--- src/rtl/acss_pkg.sv ---
// Shared types, constants and helpers for the ADC channel scan sequencer.
// No dependencies; every other file uses this package by scoped names.
`default_nettype none

package acss_pkg;

  localparam int MAX_CHANNELS = 8;
  localparam int SAMPLE_BITS  = 10;
  localparam int IDX_BITS     = 3;
  localparam int COUNT_BITS   = 4;
  localparam int MUX_BITS     = 5;
  localparam int LIST_BITS    = MAX_CHANNELS * MUX_BITS;
  localparam int CMD_BITS     = 2;
  localparam int STATUS_BITS  = 2;
  localparam int CFG_ADDR_BITS = 1;
  localparam int QUEUE_DEPTH  = 2;
  localparam int QPTR_BITS    = 1;

  localparam logic [CFG_ADDR_BITS-1:0] CFG_ACTIVE_COUNT = 1'd0;
  localparam logic [CFG_ADDR_BITS-1:0] CFG_CHANNEL_LIST = 1'd1;

  localparam logic [STATUS_BITS-1:0] ST_OK        = 2'd0;
  localparam logic [STATUS_BITS-1:0] ST_BUSY      = 2'd1;
  localparam logic [STATUS_BITS-1:0] ST_NOT_FOUND = 2'd2;

  localparam logic [COUNT_BITS-1:0] COUNT_RESET = COUNT_BITS'(MAX_CHANNELS);

  typedef enum logic [CMD_BITS-1:0] {
    CMD_START    = 2'd0,
    CMD_CONV     = 2'd1,
    CMD_READ_CH  = 2'd2,
    CMD_READ_ALL = 2'd3
  } cmd_t;

  typedef struct packed {
    cmd_t                   op;
    logic [SAMPLE_BITS-1:0] sample;
    logic                   hit;
    logic [IDX_BITS-1:0]    idx;
  } op_entry_t;

  typedef struct packed {
    logic full;
    logic empty;
  } queue_status_t;

  function automatic logic [COUNT_BITS-1:0] eff_count(input logic [COUNT_BITS-1:0] c);
    logic [COUNT_BITS-1:0] r;
    r = c;
    if (c == '0) begin
      r = COUNT_BITS'(1);
    end else if (c > COUNT_BITS'(MAX_CHANNELS)) begin
      r = COUNT_BITS'(MAX_CHANNELS);
    end
    return r;
  endfunction

  function automatic logic [MUX_BITS-1:0] list_entry(input logic [LIST_BITS-1:0] list,
                                                     input logic [IDX_BITS-1:0] i);
    return list[i*MUX_BITS +: MUX_BITS];
  endfunction

endpackage

`default_nettype wire

--- src/rtl/acss_front.sv ---
// Front end: decodes each transaction and searches the scan list for read-channel.
// Depends on acss_pkg.
`default_nettype none

module acss_front (
  input  wire logic [acss_pkg::CMD_BITS-1:0]    in_cmd,
  input  wire logic [acss_pkg::SAMPLE_BITS-1:0] in_sample,
  input  wire logic [acss_pkg::MUX_BITS-1:0]    in_channel,
  input  wire logic [acss_pkg::COUNT_BITS-1:0]  count,
  input  wire logic [acss_pkg::LIST_BITS-1:0]   channel_list,
  output acss_pkg::op_entry_t                   entry
);

  logic                             hit;
  logic [acss_pkg::IDX_BITS-1:0]    hit_idx;

  // lowest matching position wins
  always_comb begin
    hit     = 1'b0;
    hit_idx = '0;
    for (int i = acss_pkg::MAX_CHANNELS - 1; i >= 0; i--) begin
      if ((acss_pkg::COUNT_BITS'(i) < count) &&
          (acss_pkg::list_entry(channel_list, acss_pkg::IDX_BITS'(i)) == in_channel)) begin
        hit     = 1'b1;
        hit_idx = acss_pkg::IDX_BITS'(i);
      end
    end
  end

  always_comb begin
    entry.op     = acss_pkg::cmd_t'(in_cmd);
    entry.sample = in_sample;
    entry.hit    = 1'b0;
    entry.idx    = '0;
    if (entry.op == acss_pkg::CMD_READ_CH) begin
      entry.hit = hit;
      entry.idx = hit_idx;
    end
  end

endmodule

`default_nettype wire

--- src/rtl/acss_queue.sv ---
// Short FIFO of decoded operations between front end and back end.
// Depends on acss_pkg.
`default_nettype none

module acss_queue (
  input  wire logic                 clk,
  input  wire logic                 rst_n,
  input  wire logic                 push,
  input  wire acss_pkg::op_entry_t  push_entry,
  input  wire logic                 pop,
  output acss_pkg::op_entry_t       head,
  output acss_pkg::queue_status_t   status
);

  localparam int CNT_BITS = acss_pkg::QPTR_BITS + 1;

  acss_pkg::op_entry_t              slot_r [acss_pkg::QUEUE_DEPTH];
  logic [acss_pkg::QPTR_BITS-1:0]   wr_ptr_r, wr_ptr_nxt;
  logic [acss_pkg::QPTR_BITS-1:0]   rd_ptr_r, rd_ptr_nxt;
  logic [CNT_BITS-1:0]              fill_r, fill_nxt;
  logic                             do_push, do_pop;

  assign status  = '{full:  (fill_r == CNT_BITS'(acss_pkg::QUEUE_DEPTH)),
                     empty: (fill_r == '0)};
  assign do_push = push && !status.full;
  assign do_pop  = pop && !status.empty;
  assign head    = slot_r[rd_ptr_r];

  always_comb begin
    wr_ptr_nxt = wr_ptr_r;
    rd_ptr_nxt = rd_ptr_r;
    fill_nxt   = fill_r;
    if (do_push) begin
      wr_ptr_nxt = (wr_ptr_r == acss_pkg::QPTR_BITS'(acss_pkg::QUEUE_DEPTH - 1)) ?
                   '0 : wr_ptr_r + 1'b1;
    end
    if (do_pop) begin
      rd_ptr_nxt = (rd_ptr_r == acss_pkg::QPTR_BITS'(acss_pkg::QUEUE_DEPTH - 1)) ?
                   '0 : rd_ptr_r + 1'b1;
    end
    if (do_push && !do_pop) begin
      fill_nxt = fill_r + 1'b1;
    end else if (do_pop && !do_push) begin
      fill_nxt = fill_r - 1'b1;
    end
  end

  always_ff @(posedge clk) begin
    if (!rst_n) begin
      wr_ptr_r <= '0;
      rd_ptr_r <= '0;
      fill_r   <= '0;
    end else begin
      wr_ptr_r <= wr_ptr_nxt;
      rd_ptr_r <= rd_ptr_nxt;
      fill_r   <= fill_nxt;
    end
  end

  always_ff @(posedge clk) begin
    if (do_push) begin
      slot_r[wr_ptr_r] <= push_entry;
    end
  end

endmodule

`default_nettype wire

--- src/rtl/acss_back.sv ---
// Back end: holds scan state and sample store, executes operations, drives results.
// Depends on acss_pkg.
`default_nettype none

module acss_back (
  input  wire logic                               clk,
  input  wire logic                               rst_n,
  input  wire acss_pkg::op_entry_t                head,
  input  wire acss_pkg::queue_status_t            qstat,
  output logic                                    pop,
  input  wire logic [acss_pkg::COUNT_BITS-1:0]    count,
  input  wire logic [acss_pkg::LIST_BITS-1:0]     channel_list,
  output logic                                    out_valid,
  input  wire logic                               out_stall,
  output logic [acss_pkg::STATUS_BITS-1:0]        out_status,
  output logic [acss_pkg::SAMPLE_BITS-1:0]        out_value,
  output logic                                    out_start_conv,
  output logic [acss_pkg::MUX_BITS-1:0]           out_mux_select,
  output logic                                    out_scan_done,
  output logic                                    out_last
);

  typedef enum logic {
    S_EXEC,
    S_DUMP
  } state_t;

  state_t                              state_r, state_nxt;
  logic                                done_r, done_nxt;
  logic [acss_pkg::IDX_BITS-1:0]       pos_r, pos_nxt;
  logic [acss_pkg::IDX_BITS-1:0]       idx_r, idx_nxt;
  logic [acss_pkg::SAMPLE_BITS-1:0]    store_r [acss_pkg::MAX_CHANNELS];

  logic                                valid_r, valid_nxt;
  logic [acss_pkg::STATUS_BITS-1:0]    status_r, status_nxt;
  logic [acss_pkg::SAMPLE_BITS-1:0]    value_r;
  logic                                start_r, start_nxt;
  logic [acss_pkg::MUX_BITS-1:0]       mux_r, mux_nxt;
  logic                                sdone_r, sdone_nxt;
  logic                                last_r, last_nxt;

  logic                                load_ok;
  logic                                load;
  logic                                take_value;
  logic [acss_pkg::IDX_BITS-1:0]       rd_idx;
  logic [acss_pkg::COUNT_BITS-1:0]     pos_inc;
  logic [acss_pkg::COUNT_BITS-1:0]     idx_inc;
  logic                                store_we;

  assign load_ok  = !valid_r || !out_stall;
  assign pop      = (state_r == S_EXEC) && !qstat.empty && load_ok;
  assign rd_idx   = (state_r == S_DUMP) ? idx_r : head.idx;
  assign pos_inc  = acss_pkg::COUNT_BITS'(pos_r) + 1'b1;
  assign idx_inc  = acss_pkg::COUNT_BITS'(idx_r) + 1'b1;
  assign store_we = pop && (head.op == acss_pkg::CMD_CONV) && !done_r;

  always_ff @(posedge clk) begin
    if (store_we) begin
      store_r[pos_r] <= head.sample;
    end
  end

  always_comb begin
    state_nxt  = state_r;
    done_nxt   = done_r;
    pos_nxt    = pos_r;
    idx_nxt    = idx_r;
    valid_nxt  = valid_r && !load_ok;
    load       = 1'b0;
    take_value = 1'b0;
    status_nxt = acss_pkg::ST_OK;
    start_nxt  = 1'b0;
    mux_nxt    = '0;
    sdone_nxt  = done_r;
    last_nxt   = 1'b1;
    if (pop) begin
      load      = 1'b1;
      valid_nxt = 1'b1;
      unique case (head.op)
        acss_pkg::CMD_START: begin
          if (!done_r) begin
            status_nxt = acss_pkg::ST_BUSY;
          end else begin
            done_nxt  = 1'b0;
            pos_nxt   = '0;
            start_nxt = 1'b1;
            mux_nxt   = acss_pkg::list_entry(channel_list, '0);
            sdone_nxt = 1'b0;
          end
        end
        acss_pkg::CMD_CONV: begin
          if (!done_r) begin
            if (pos_inc < count) begin
              pos_nxt   = pos_inc[acss_pkg::IDX_BITS-1:0];
              start_nxt = 1'b1;
              mux_nxt   = acss_pkg::list_entry(channel_list,
                                               pos_inc[acss_pkg::IDX_BITS-1:0]);
            end else begin
              pos_nxt   = '0;
              done_nxt  = 1'b1;
              sdone_nxt = 1'b1;
            end
          end
        end
        acss_pkg::CMD_READ_CH: begin
          if (head.hit) begin
            take_value = 1'b1;
          end else begin
            status_nxt = acss_pkg::ST_NOT_FOUND;
          end
        end
        acss_pkg::CMD_READ_ALL: begin
          if (!done_r) begin
            status_nxt = acss_pkg::ST_BUSY;
          end else begin
            take_value = 1'b1;
            if (count != acss_pkg::COUNT_BITS'(1)) begin
              last_nxt  = 1'b0;
              idx_nxt   = acss_pkg::IDX_BITS'(1);
              state_nxt = S_DUMP;
            end
          end
        end
        default: begin
        end
      endcase
    end else if ((state_r == S_DUMP) && load_ok) begin
      load       = 1'b1;
      valid_nxt  = 1'b1;
      take_value = 1'b1;
      last_nxt   = (idx_inc == count);
      if (idx_inc == count) begin
        state_nxt = S_EXEC;
        idx_nxt   = '0;
      end else begin
        idx_nxt = idx_inc[acss_pkg::IDX_BITS-1:0];
      end
    end
  end

  always_ff @(posedge clk) begin
    if (!rst_n) begin
      state_r <= S_EXEC;
      done_r  <= 1'b1;
      pos_r   <= '0;
      idx_r   <= '0;
      valid_r <= 1'b0;
    end else begin
      state_r <= state_nxt;
      done_r  <= done_nxt;
      pos_r   <= pos_nxt;
      idx_r   <= idx_nxt;
      valid_r <= valid_nxt;
      if (load) begin
        status_r <= status_nxt;
        value_r  <= take_value ? store_r[rd_idx] : '0;
        start_r  <= start_nxt;
        mux_r    <= mux_nxt;
        sdone_r  <= sdone_nxt;
        last_r   <= last_nxt;
      end
    end
  end

  assign out_valid      = valid_r;
  assign out_status     = status_r;
  assign out_value      = value_r;
  assign out_start_conv = start_r;
  assign out_mux_select = mux_r;
  assign out_scan_done  = sdone_r;
  assign out_last       = last_r;

endmodule

`default_nettype wire

--- src/rtl/adc_channel_scan_sequencer.sv ---
// Top level of the ADC channel scan sequencer: config registers, front end, queue, back end.
// Depends on acss_pkg, acss_front, acss_queue, acss_back.
//
//   channel   direction  handshake             payload
//   in_       input      in_valid / in_stall   cmd, sample, channel
//   out_      output     out_valid / out_stall status, value, start_conv, mux_select,
//                                              scan_done, last
//   cfg_      input      cfg_we                cfg_addr, cfg_wdata
//
// A transaction is written into a queue slot at acceptance; the back end pops it and
// registers its result, one per cycle unless out_stall or a read-all dump holds it back.
// Read-all with scan done: one result per unstalled cycle, effective count (1..8) in all.
// in_stall rises when the two-entry queue is full; out_stall holds the output register.
// Synchronous active-low reset; no clearing pass, the sample store is left unreset.
`default_nettype none

module adc_channel_scan_sequencer (
  input  wire logic                                  clk,
  input  wire logic                                  rst_n,
  input  wire logic                                  in_valid,
  output logic                                       in_stall,
  input  wire logic [acss_pkg::CMD_BITS-1:0]         in_cmd,
  input  wire logic [acss_pkg::SAMPLE_BITS-1:0]      in_sample,
  input  wire logic [acss_pkg::MUX_BITS-1:0]         in_channel,
  output logic                                       out_valid,
  input  wire logic                                  out_stall,
  output logic [acss_pkg::STATUS_BITS-1:0]           out_status,
  output logic [acss_pkg::SAMPLE_BITS-1:0]           out_value,
  output logic                                       out_start_conv,
  output logic [acss_pkg::MUX_BITS-1:0]              out_mux_select,
  output logic                                       out_scan_done,
  output logic                                       out_last,
  input  wire logic                                  cfg_we,
  input  wire logic [acss_pkg::CFG_ADDR_BITS-1:0]    cfg_addr,
  input  wire logic [acss_pkg::LIST_BITS-1:0]        cfg_wdata
);

  logic [acss_pkg::COUNT_BITS-1:0] active_count_r;
  logic [acss_pkg::LIST_BITS-1:0]  channel_list_r;
  logic [acss_pkg::COUNT_BITS-1:0] count;

  acss_pkg::op_entry_t             front_entry;
  acss_pkg::op_entry_t             head;
  acss_pkg::queue_status_t         qstat;
  logic                            pop;

  always_ff @(posedge clk) begin
    if (!rst_n) begin
      active_count_r <= acss_pkg::COUNT_RESET;
      channel_list_r <= '0;
    end else if (cfg_we) begin
      unique case (cfg_addr)
        acss_pkg::CFG_ACTIVE_COUNT: active_count_r <= cfg_wdata[acss_pkg::COUNT_BITS-1:0];
        acss_pkg::CFG_CHANNEL_LIST: channel_list_r <= cfg_wdata;
        default: begin
        end
      endcase
    end
  end

  assign count    = acss_pkg::eff_count(active_count_r);
  assign in_stall = qstat.full;

  acss_front u_front (
    .in_cmd       (in_cmd),
    .in_sample    (in_sample),
    .in_channel   (in_channel),
    .count        (count),
    .channel_list (channel_list_r),
    .entry        (front_entry)
  );

  acss_queue u_queue (
    .clk        (clk),
    .rst_n      (rst_n),
    .push       (in_valid),
    .push_entry (front_entry),
    .pop        (pop),
    .head       (head),
    .status     (qstat)
  );

  acss_back u_back (
    .clk            (clk),
    .rst_n          (rst_n),
    .head           (head),
    .qstat          (qstat),
    .pop            (pop),
    .count          (count),
    .channel_list   (channel_list_r),
    .out_valid      (out_valid),
    .out_stall      (out_stall),
    .out_status     (out_status),
    .out_value      (out_value),
    .out_start_conv (out_start_conv),
    .out_mux_select (out_mux_select),
    .out_scan_done  (out_scan_done),
    .out_last       (out_last)
  );

endmodule

`default_nettype wire

--- config.mk ---
export PLATFORM = sky130hd
export DESIGN_NAME = adc_channel_scan_sequencer
export DESIGN_NICKNAME = d
export VERILOG_FILES = /design/src/rtl/acss_pkg.sv /design/src/rtl/acss_front.sv /design/src/rtl/acss_queue.sv /design/src/rtl/acss_back.sv /design/src/rtl/adc_channel_scan_sequencer.sv
export SDC_FILE = /design/constraint.sdc
export NUM_CORES = 1
export LEC_CHECK = 0
export ABC_AREA = 0
export BUFFER_PORTS_ARGS = -buffer_cell sky130_fd_sc_hd__buf_2
export CAP_MARGIN = 20
export CORE_ASPECT_RATIO = 0.8
export CORE_MARGIN = 2
export CORE_UTILIZATION = 52
export CTS_BUF_LIST = sky130_fd_sc_hd__clkbuf_16
export CTS_CLUSTER_DIAMETER = 100
export DETAILED_ROUTE_END_ITERATION = 16
export GPL_TIMING_DRIVEN = 0
export PLACE_DENSITY = 0.71
export SYNTH_ARGS = -nofsm -noshare
export SYNTH_HDL_FRONTEND = slang
export SYNTH_HIERARCHICAL = 1
export SYNTH_SLANG_ARGS = --single-unit
--- constraint.sdc ---
create_clock -name clk -period 4.83 [get_ports clk]
set_input_delay 0.483 -clock clk [delete_from_list [all_inputs] [get_ports clk]]
set_output_delay 0.483 -clock clk [all_outputs]
set_load 0.01 [all_outputs]
## After elaboration in Yosys (flattened, before gate mapping)

Memories as Yosys holds them, arrays and structs flattened. A register that Yosys moved wholly into a read port is not among the register bits.
Cells that the tools add are included.

| operators by class | value |
|---|---|
| add/subtract/negate cells | 6 |
| shifts and indexed selects | 1 |
| reduce and logical (&&, ||, !) cells | 42 |
| $lt $le $gt $ge | 10 |
| $mul | 1 |
| equal/unequal tests | 20 |
| multiplexer cells | 73 |
| bitwise logic cells | 2 |

Operators by type and width:

| operator | number |
|---|---|
| two-way mux 3 bit | 18 |
| equality test 5 bit | 8 |
| two-way mux 1 bit | 40 |
| variable part select 40 x 7 -> 5 bit | 1 |
| logical AND 1 bit | 18 |
| less-than comparator 3 x 4 -> 1 bit, first input constant | 4 |
| two-way mux 5 bit | 3 |
| two-way mux 4 bit | 3 |
| one-hot mux 5 bit (2 select lines) | 1 |
| zero test 1 bit | 9 |
| adder 3 x 1 -> 4 bit, second input constant | 2 |
| equality test 2 bit, second input constant | 4 |
| less-than comparator 1 x 4 -> 1 bit, first input constant | 2 |
| less-than comparator 2 x 4 -> 1 bit, first input constant | 2 |
| inequality test 2 bit, second input constant | 4 |
| AND reduction 4 bit | 2 |
| nonzero test 2 bit | 4 |
| multiplier 3 x 3 -> 6 bit, second input constant | 1 |
| two-way mux 2 bit | 3 |
| one-hot mux 1 bit (2 select lines) | 3 |
| one-hot mux 3 bit (2 select lines) | 1 |
| AND reduction 2 bit | 3 |
| AND reduction 5 bit | 1 |
| equality test 4 bit | 1 |
| other kinds (14) | 17 |

| word-level totals | value |
|---|---|
| output and inout port bits | 22 |
| RAM bits | 112 |
| word-level logic and storage cells | 172 |
| bits in registers | 67 |
| input port bits | 63 |
| memories | 2 |

Memory list:

| name | depth | width | read ports | clocked after memory_dff | wr ports | RTL line | source |
|---|---|---|---|---|---|---|---|
| u_back.store_r | 8 | 10 | 1 | 1 | 1 | acss_back.sv:32 | `logic [acss_pkg::SAMPLE_BITS-1:0] store_r [acss_pkg::MAX_CHANNELS];` |
| u_queue.slot_r | 2 | 16 | 1 | 1 | 1 | acss_queue.sv:17 | `acss_pkg::op_entry_t slot_r [acss_pkg::QUEUE_DEPTH];` |

## Depth between registers and ports, before layout

Gate-level depths: netlist of the first run.

| logic depth | value |
|---|---|
| depth after elaboration | 14 |
| mapped depth | 10 |
| depth with buffers taken out | 9 |

## By module

The synthesis of the first run kept the hierarchy.

Modules (own cells, without submodules):

| module | cells an instance | area an instance (sq um) | times used | sequential area each (sq um) |
|---|---|---|---|---|
| acss_back | 458 | 5411.4 | 1 | 3183.1 |
| adc_channel_scan_sequencer | 201 | 1740.4 | 1 | 880.8 |
| acss_queue | 75 | 1387.6 | 1 | 1061.0 |
| acss_front | 97 | 725.7 | 1 | 0.0 |

## Worst setup path before layout of the first run

OpenSTA, ideal clock, no wires.

| timing | value |
|---|---|
| path kind | flip-flop to flip-flop |
| start | reg with a tool-made name |
| end | mem u_back/store_r[0][0] (netlist name), enable pin |
| arrival time | 2274 ps |
| stages on the path, launching flop included | 8 |
| data required time | 4440 ps |
| clock period less this slack | 2664 ps |
| buffers on the path | 1 |
| setup slack | 2166 ps |
| library setup time | 390 ps |
| path through | dfxtp_1 -> buf_2 -> mux2_2 -> inv_1 -> ha_1 -> nor3b_1 -> nand2b_1 -> nor3_1 |

RTL lines:

| element | RTL line |
|---|---|
| end: declaration | acss_back.sv:32 |

==> results of run 1 <==
## layer usage
layer / part of all wire, % / up-vias / global-route usage [%]
met5: 0 / - / 0
met4: 1.0 / 0 / 6.31
met3: 11 / 21 / 5.54
met2: 41 / 339 / 33.5
met1: 47 / 3188 / 37.8
li1: - / 3232 / -
## layout by cell type, fill, tap and decap left out, types with 20 or more instances in the layout
cell | netlist | final
o22ai_1 | 20 | 20
a21oi_1 | 26 | 26
nand2_1 | 71 | 71
buf_4 | 26 | 27
o21ai_1 | 55 | 55
edfxtp_1 | 132 | 132
xor2_1 | 21 | 21
o21ai_0 | 26 | 26
xnor2_1 | 25 | 25
buf_2 | 15 | 84
inv_1 | 21 | 23
dfxtp_1 | 58 | 58
nor2_1 | 75 | 74
nand4_1 | 41 | 41
## worst max path at each step
stage | startpoint | endpoint | slack (ns) | cells after the start
finish | register | u_back/store_r[7][0] | 1.71 | 7
global route | register | u_back/store_r[3][0] | 1.52 | 7
CTS | register | u_back/store_r[3][0] | 1.73 | 7
detailed placement | register | u_back/store_r[3][2] | 1.75 | 7
floorplan | register | u_back/store_r[0][0] | 2.17 | 7
global placement | register | u_back/store_r[1][7] | 1.23 | 7
## registers in the layout, indices dropped and copies added (netlist names), named ones only
name,cells
u_back/pos_r,3
u_back/out_scan_done,1
u_back/out_start_conv,1
u_back/out_status,2
u_back/store_r,80
u_back/out_valid,1
u_back/done_r,1
u_back/idx_r,3
channel_list_r,40
u_queue/fill_r,2
u_queue/rd_ptr_r,1
u_back/out_last,1
u_queue/slot_r,32
u_queue/wr_ptr_r,1
u_back/out_value,10
u_back/state_r,1
active_count_r,4
u_back/out_mux_select,5
## area by class of cell
class	instances	area, µm²	share of cell area [%]
repair buffers	72	379	3.61
plain buffers	68	442	4.20
multi-input cells	550	3620	34.5
clock inverters	15	144	1.37
inverters	23	86.3	0.822
flip-flops and latches	190	5120	48.8
well taps	225	282	2.68
clock buffers	17	425	4.05
## through the flow
stage	std cells	area (µm²)
5_1_grt	1160	10500
4_1_cts	1160	10500
6_report	1160	10500
2_1_floorplan	831	9270
3_3_place_gp	1125	9890
3_5_place_dp	1128	9940
## where the power goes
group / leakage (µW) / switching (µW) / internal (µW)
combinational: 0.00182 / 944 / 535
sequential: 0.00168 / 65.2 / 1960
clock: 0.000278 / 608 / 760
## logic make-up (layout without fill, tap and decap cells)
family	Yosys count	count (layout)	share of synthesized area [%]
flip-flops	190	190	55.3
buffers and inverters	91	195	5.70
multiplexers	38	38	5.67
AND/OR/NAND/NOR	257	257	13.7
adder cells (fa/ha/maj)	11	11	1.49
AO/OA/AOI/OAI	197	197	13.7
XOR/XNOR	47	47	4.52
==> impl_metrics.json, run 1 <==
{
  "report.final.slew_viol_count": 0,
  "yosysWarnings": 6,
  "dp_hpwl_um": 15600,
  "syn_nets": 905,
  "cp_slowest_cell": "nor2_1",
  "r2r_slack_ns": 1.71,
  "drc_errors": 0,
  "synth_top_area_cell": "edfxtp_1",
  "required_ns": 4.88,
  "ys_seq_elements": 190,
  "fmax_ghz": 0.321,
  "pin_count": 85,
  "cts_max_path_buffers": 2,
  "async_reset_ff_share_pct": 0,
  "grt_max_degree": 17,
  "clk-insertion-delay-late_ns": 0.43,
  "synth_cell_type_count": 66,
  "rows": 43,
  "worst_slew_pin_slew_ns": 1.08,
  "cap_violations": 0,
  "start_kind": "register",
  "rsz0062_at_grt": "false",
  "hp-class": "in2reg",
  "grt_usage_pct": 24.1,
  "yosys-top-cells-area": "edfxtp_1 43%, dfxtp_1 13%, nor2_1 3.0%",
  "synthCells": 831,
  "io_buffers": 69,
  "setup_viol": 0,
  "synthToLayoutAreaGrowth_pct": 13.4,
  "fin_crit_sh_pct": 64.6,
  "clock-sinks": 190,
  "fillers": 1392,
  "holdPathEnd": "u_queue/slot_r[1][5]",
  "totalPowerFinal_uw": 4880,
  "cellPowerDensity_nw_per_um2": 464,
  "grt_overflow": 0,
  "cts-buffers-inserted": 17,
  "worstPathMaxFanout": 10,
  "hold_depth": 1,
  "yosysMostFrequentCell": "edfxtp_1",
  "cts_tree": "built",
  "status": "completed",
  "cp_cell_sequence": "buf_2 -> mux2_2 -> inv_1 -> ha_1 -> nor3b_1 -> nand2_1 -> nor2_1",
  "die_h_um": 123,
  "synth-edff-count": 132,
  "cts-root-buf": "clkbuf_16",
  "dr.pass1.iters": 5,
  "fin_util_pct": 60.5,
  "cts_setup_buffers": 0,
  "finalClockSkew_ns": 0.0124,
  "postRouteAntennaNets": 0,
  "grt_pass1_vias": 6107,
  "power_leakage_uw": 0.00378,
  "final_nets": 996,
  "ys_top_cells_by_count": "132 x edfxtp_1, 75 x nor2_1, 71 x nand2_1",
  "ys_seq_area_share_pct": 55.3,
  "synth_area_per_cell_um2": 11.1,
  "routed_via_density": 5.84,
  "setup_tns_ns": 0,
  "coreArea_um2": 17400,
  "hold_path_startpoint": "in_sample[1]",
  "worst_ep_arrival_time_ns": 3.17,
  "ctsResizeCount": 0,
  "htreeDepth": 4,
  "synth_top_area_share_pct": 42.8,
  "irDropWorstVdd_mv": 0.285,
  "cp-end-kind": "register",
  "cts.hold.buffers_added": 0,
  "antenna_found_initial": 0,
  "syn_area_um2": 9270,
  "grt_first_pass_wirelength_um": 34200,
  "final_hold_viol_count": 0,
  "hold_slack_ns": 0.235,
  "path_buf_inv": 2,
  "die_area_um2": 18900,
  "period_needed_ns": 3.12,
  "diodes": 0,
  "initial_utilization_pct": 53.3,
  "fin_ws_ns": 1.71,
  "critical_path.top_delay_family": "simple AND/OR/NAND/NOR gates",
  "die_x_um": 153,
  "r2r-end": "u_back/store_r[7][0]",
  "routabilityCongestion": 0.854,
  "r2r_cells": 7,
  "worstSetupPathType": "reg2reg",
  "place_ws_ns": 1.75,
  "final_layout_size_suffix_gt1_share_pct": 21.0,
  "synth_ff_type": "edfxtp_1",
  "drtIter0Drc": 882,
  "wire_per_inst_um": 19.1,
  "max_stage_delay_ns": 0.85,
  "relSlewSlack_pct": 27.8,
  "num_vias": 6780,
  "wirelength_um": 22200,
  "clk_pin_slew_ns": 0.07
}
Note: power is estimated with default switching activity, not from simulation.
==> run 2, diff against run 1 <==
--- a/config.mk
+++ b/config.mk
@@ -15,7 +15,7 @@
 export CTS_CLUSTER_DIAMETER = 100
 export DETAILED_ROUTE_END_ITERATION = 16
 export GPL_TIMING_DRIVEN = 0
-export PLACE_DENSITY = 0.71
+export PLACE_DENSITY = 0.74
 export SYNTH_ARGS = -nofsm -noshare
 export SYNTH_HDL_FRONTEND = slang
 export SYNTH_HIERARCHICAL = 1
==> constraint.sdc (replaced) <==
create_clock -name clk -period 2.85 [get_ports clk]
set_input_delay 0.285 -clock clk [delete_from_list [all_inputs] [get_ports clk]]
set_output_delay 0.285 -clock clk [all_outputs]
set_load 0.01 [all_outputs]
==> impl_metrics.json, run 2 (synthesis results as in run 1) <==
{
  "setup_viol": 30,
  "grt_pass1_vias": 6402,
  "cts-buffers-inserted": 17,
  "report.final.slew_viol_count": 0,
  "diodes": 0,
  "status": "finished with violations",
  "gr-usage-met3_pct": 5.22,
  "die_x_um": 153,
  "grt_first_pass_wirelength_um": 34800,
  "fin_util_pct": 61.0,
  "worstPathMaxFanout": 10,
  "wirelength_um": 23200,
  "synthToLayoutAreaGrowth_pct": 14.3,
  "totalPowerFinal_uw": 8330,
  "io_buffers": 69,
  "required_ns": 2.92,
  "cts_max_path_buffers": 2,
  "grt_max_degree": 17,
  "worst_ep_arrival_time_ns": 2.97,
  "routabilityCongestion": 0.847,
  "cp_cell_sequence": "buf_2 -> mux2_2 -> inv_1 -> ha_1 -> nor3b_1 -> nand2b_1 -> nor2_2",
  "place_area_um2": 9930,
  "die_h_um": 123,
  "grt_overflow": 0,
  "rows": 43,
  "fin_crit_sh_pct": 102,
  "clk-insertion-delay-late_ns": 0.44,
  "cts_tree": "built",
  "pin_count": 85,
  "busiest_layer": "met1",
  "worstSetupPathType": "reg2reg",
  "antenna_found_initial": 0,
  "hold_slack_ns": 0.0267,
  "rsz0062_at_grt": "true",
  "final_hold_viol_count": 0,
  "postRouteAntennaNets": 0,
  "irDropWorstVdd_mv": 0.527,
  "most-common-layout-cells": "132 x edfxtp_1, 84 x buf_2, 71 x nand2_1",
  "die_area_um2": 18900,
  "cellPowerDensity_nw_per_um2": 787,
  "clk_pin_slew_ns": 0.07,
  "dr.pass1.iters": 6,
  "start_kind": "register",
  "met2_usage_pct": 35.0,
  "cp_slowest_cell": "nor2_2",
  "final_common_cell": "edfxtp_1",
  "drtIter0Drc": 829,
  "use_met1_pct": 37.0,
  "design_area_um2": 10600,
  "top_register": "u_back/store_r",
  "power_leakage_uw": 0.00379,
  "hp-class": "in2reg",
  "cp-end-kind": "register",
  "cap_violations": 0,
  "wire_per_inst_um": 19.9,
  "max_stage_delay_ns": 0.59,
  "htreeDepth": 4,
  "dp_hpwl_um": 15900,
  "grt_usage_pct": 24.3,
  "coreArea_um2": 17400,
  "cts.hold.buffers_added": 0,
  "routed_via_density": 6.01,
  "final_nets": 999,
  "violations": "setup timing",
  "reg.largest.list": "u_back/store_r: 80 flops, channel_list_r: 40 flops, u_queue/slot_r: 32 flops",
  "finalClockSkew_ns": 0.00939,
  "initial_utilization_pct": 53.3,
  "fin_ws_ns": -0.0492,
  "fmax_ghz": 0.345,
  "period_needed_ns": 2.90,
  "clock-sinks": 190,
  "drc_errors": 0,
  "cts-root-buf": "clkbuf_16",
  "setup_tns_ns": -0.886,
  "largest_reg_flops": 80,
  "num_vias": 6988,
  "relSlewSlack_pct": 42.0,
  "worst_slew_pin_slew_ns": 0.869,
  "final_layout_size_suffix_gt1_share_pct": 21.9
}
==> run 2: routing by layer <==
metal,part of all wire (%),wire (µm)
met2,42,9820
met4,1.4,335
met5,0,0
met1,46,10600
met3,10,2390
==> run 2: path summary, 6_finish.rpt <==
kind | slack, ns | endpoint | cells past startpoint | start
max | -0.05 | u_back/store_r[2][5] | 7 | register
max reg2reg | -0.05 | u_back/store_r[2][5] | 7 | register
min | 0.03 | u_queue/slot_r[1][12] | 1 | in_sample[8]
min reg2reg | 0.47 | active_count_r[0] | 2 | active_count_r[0]
==> run 2: report_power, final <==
group / internal, µW / leakage [µW] / switching (µW) / total (µW)
sequential: 3330 / 0.00168 / 111 / 3440
clock: 1290 / 0.000281 / 1030 / 2320
combinational: 923 / 0.00182 / 1650 / 2580
==> run 2: layout make-up <==
class / count / area, µm²
fill: 1380 / 6780
multi-input combinational: 551 / 3680
clock inverter: 15 / 143
timing repair buffer: 74 / 407
clock buffer: 17 / 425
inverter: 23 / 86.3
sequential: 190 / 5120
tap: 225 / 282
buffer: 68 / 442
==> run 2: what timing repair did <==
item	in CTS	in global routing
gates resized for setup	5	8
endpoints found under the setup margin	80	90
pin swaps	0	2
setup buffers	0	3
cloned	0	1
==> run 2: critical path: cells and delay by family (launching register included) <==
family	cells	cell delay, ns
simple gates	3	1.27
buf+inv	2	0.32
mux	1	0.40
flops	1	0.30
fa+ha+maj	1	0.24
==> run 2: stage by stage <==
step / setup WS (ns) / std cells
global route: -0.105 / 1163
floorplan: 0.186 / 831
finish: -0.0492 / 1163
detailed placement: -0.145 / 1127
global placement: -0.599 / 1125
CTS: -0.133 / 1159
==> run 3, diff against run 2 <==
--- a/config.mk
+++ b/config.mk
@@ -9,7 +9,7 @@
 export BUFFER_PORTS_ARGS = -buffer_cell sky130_fd_sc_hd__buf_2
 export CAP_MARGIN = 20
 export CORE_ASPECT_RATIO = 0.8
-export CORE_MARGIN = 2
+export CORE_MARGIN = 1.5
 export CORE_UTILIZATION = 52
 export CTS_BUF_LIST = sky130_fd_sc_hd__clkbuf_16
 export CTS_CLUSTER_DIAMETER = 100
==> impl_metrics.json, run 3 (synthesis results as in run 1) <==
{
  "finalClockSkew_ns": 0.00988,
  "die_area_um2": 18600,
  "grt_first_pass_wirelength_um": 34100,
  "postRouteAntennaNets": 0,
  "final_hold_viol_count": 0,
  "dr.pass1.iters": 5,
  "grt_overflow": 0,
  "cts_max_path_buffers": 2,
  "p_clk_share_pct": 28.9,
  "final_layout_size_suffix_gt1_share_pct": 22.0,
  "top_register": "u_back/store_r",
  "drc_errors": 0,
  "use_met1_pct": 37.1,
  "pwr-share-comb_pct": 30.1,
  "diodes": 0,
  "final_common_cell": "edfxtp_1",
  "worst_slew_pin_slew_ns": 0.900,
  "cts_tree": "built",
  "largest_reg_flops": 80,
  "worst_ep_arrival_time_ns": 2.93,
  "busiest_layer": "met1",
  "r2r_slack_ns": -0.02,
  "wire_per_inst_um": 19.2,
  "htreeDepth": 4,
  "met2_usage_pct": 34.4,
  "power_leakage_uw": 0.00379,
  "swShare_pct": 33.6,
  "rows": 43,
  "fmax_ghz": 0.349,
  "cap_violations": 0,
  "irDropWorstVdd_mv": 0.519,
  "cp-end-kind": "register",
  "pin_count": 85,
  "coreArea_um2": 17400,
  "die_x_um": 152,
  "synthToLayoutAreaGrowth_pct": 14.5,
  "gr-usage-met3_pct": 4.77,
  "grt_pass1_vias": 6175,
  "cellPowerDensity_nw_per_um2": 790,
  "design_area_um2": 10600,
  "wirelength_um": 22300,
  "cts-root-buf": "clkbuf_16",
  "period_needed_ns": 2.87,
  "setup_viol": 20,
  "place_area_um2": 9930,
  "violations": "setup timing",
  "final_nets": 997,
  "clk-insertion-delay-late_ns": 0.43,
  "switchingPower_uw": 2820,
  "num_vias": 6873,
  "worstPathMaxFanout": 10,
  "clk_pin_slew_ns": 0.07,
  "clock-sinks": 190,
  "grt_usage_pct": 24.1,
  "fin_crit_sh_pct": 101,
  "die_h_um": 122,
  "relSlewSlack_pct": 39.9,
  "routabilityCongestion": 0.822,
  "most-common-layout-cells": "132 x edfxtp_1, 84 x buf_2, 71 x nand2_1",
  "sequentialPowerShare_pct": 41.0,
  "start_kind": "register",
  "fillers": 1419,
  "cts.hold.buffers_added": 0,
  "hp-class": "in2reg",
  "status": "finished with violations",
  "io_buffers": 69,
  "worstSetupPathType": "reg2reg",
  "regArea_um2": 5120,
  "antenna_found_initial": 0,
  "required_ns": 2.92,
  "initial_utilization_pct": 53.3,
  "rsz0062_at_grt": "true",
  "cellInternalPower_uw": 5560,
  "grt_max_degree": 19,
  "report.final.slew_viol_count": 0,
  "multi_input_area_um2": 3670,
  "totalPowerFinal_uw": 8380,
  "fin_ws_ns": -0.0153,
  "dp_hpwl_um": 15400,
  "cts-buffers-inserted": 17,
  "routed_via_density": 5.92,
  "reg.largest.list": "u_back/store_r: 80 flops, channel_list_r: 40 flops, u_queue/slot_r: 32 flops",
  "drtIter0Drc": 797
}
run 3: changes by cell type in the layout (fill, tap and decap cells not counted), sizes merged:
| cell | before | now |
|---|---|---|
| clkinv | 7 | 4 |
| inv | 28 | 30 |
| buf | 124 | 123 |
| clkinvlp | 1 | 2 |
| o21a | 18 | 17 |
run 3: layer usage:
layer	vias up	wire length (µm)
met2	352	9570
met1	3265	10400
met3	23	2140
li1	3233	-
met4	0	181
met5	-	0
run 3: final timing paths:
kind                                   startpoint                   end  depth (start not counted)
worst max-delay path                     register  u_back/store_r[6][0]                          7
worst min-delay path                 in_sample[1]  u_queue/slot_r[0][5]                          1
worst max register to register           register  u_back/store_r[6][0]                          7
worst min register to register  active_count_r[0]     active_count_r[0]                          2
run 3: power groups by stage:
stage / clock, µW / sequential (µW) / combinational, µW
5_1_grt: 2560 / 3460 / 2710
3_5_place_dp: 0 / 3500 / 2420
2_1_floorplan: 0 / 3510 / 1640
6_report: 2430 / 3440 / 2520
4_1_cts: 2460 / 3440 / 2440
3_3_place_gp: 0 / 3500 / 2350
run 3: worst max-delay path: stages, from the launching register on:
cell and delay [ns]:
dfxtp_1 0.30, buf_2 0.19, mux2_2 0.40, inv_1 0.11, ha_1 0.24, nor3b_1 0.39, nand2b_1 0.29, nor2_2 0.56
run 3: final cells by class:
cell class | count | share of cell area, %
Buffer | 68 | 4.16
Clock buffer | 17 | 4.01
Clock inverter | 15 | 1.62
Inverter | 23 | 0.814
Multi-Input combinational cell | 550 | 34.6
Sequential cell | 190 | 48.3
Tap cell | 225 | 2.65
Timing Repair Buffer | 73 | 3.88
run 3: repair_timing:
item,CTS,global route
pin swaps,0,3
endpoints found under the setup margin,80,90
gates resized for setup,6,6
setup buffers,0,2
run 3: metrics by stage:
stage / cells / hold WS [ns] / setup slack, ns / setup TNS (ns) / utilization, %
after global placement: 1125 / 0.453 / -0.659 / -18.55 / 56.9
after floorplan: 831 / 0.403 / 0.186 / 0 / -
after CTS: 1159 / 0.0162 / -0.161 / -3.23 / 60.7
after detailed placement: 1127 / 0.456 / -0.207 / -10.17 / 57.1
after global routing: 1161 / 0.0151 / -0.149 / -4.52 / 61.1
final: 1161 / 0.0338 / -0.0153 / -0.162 / 61.1
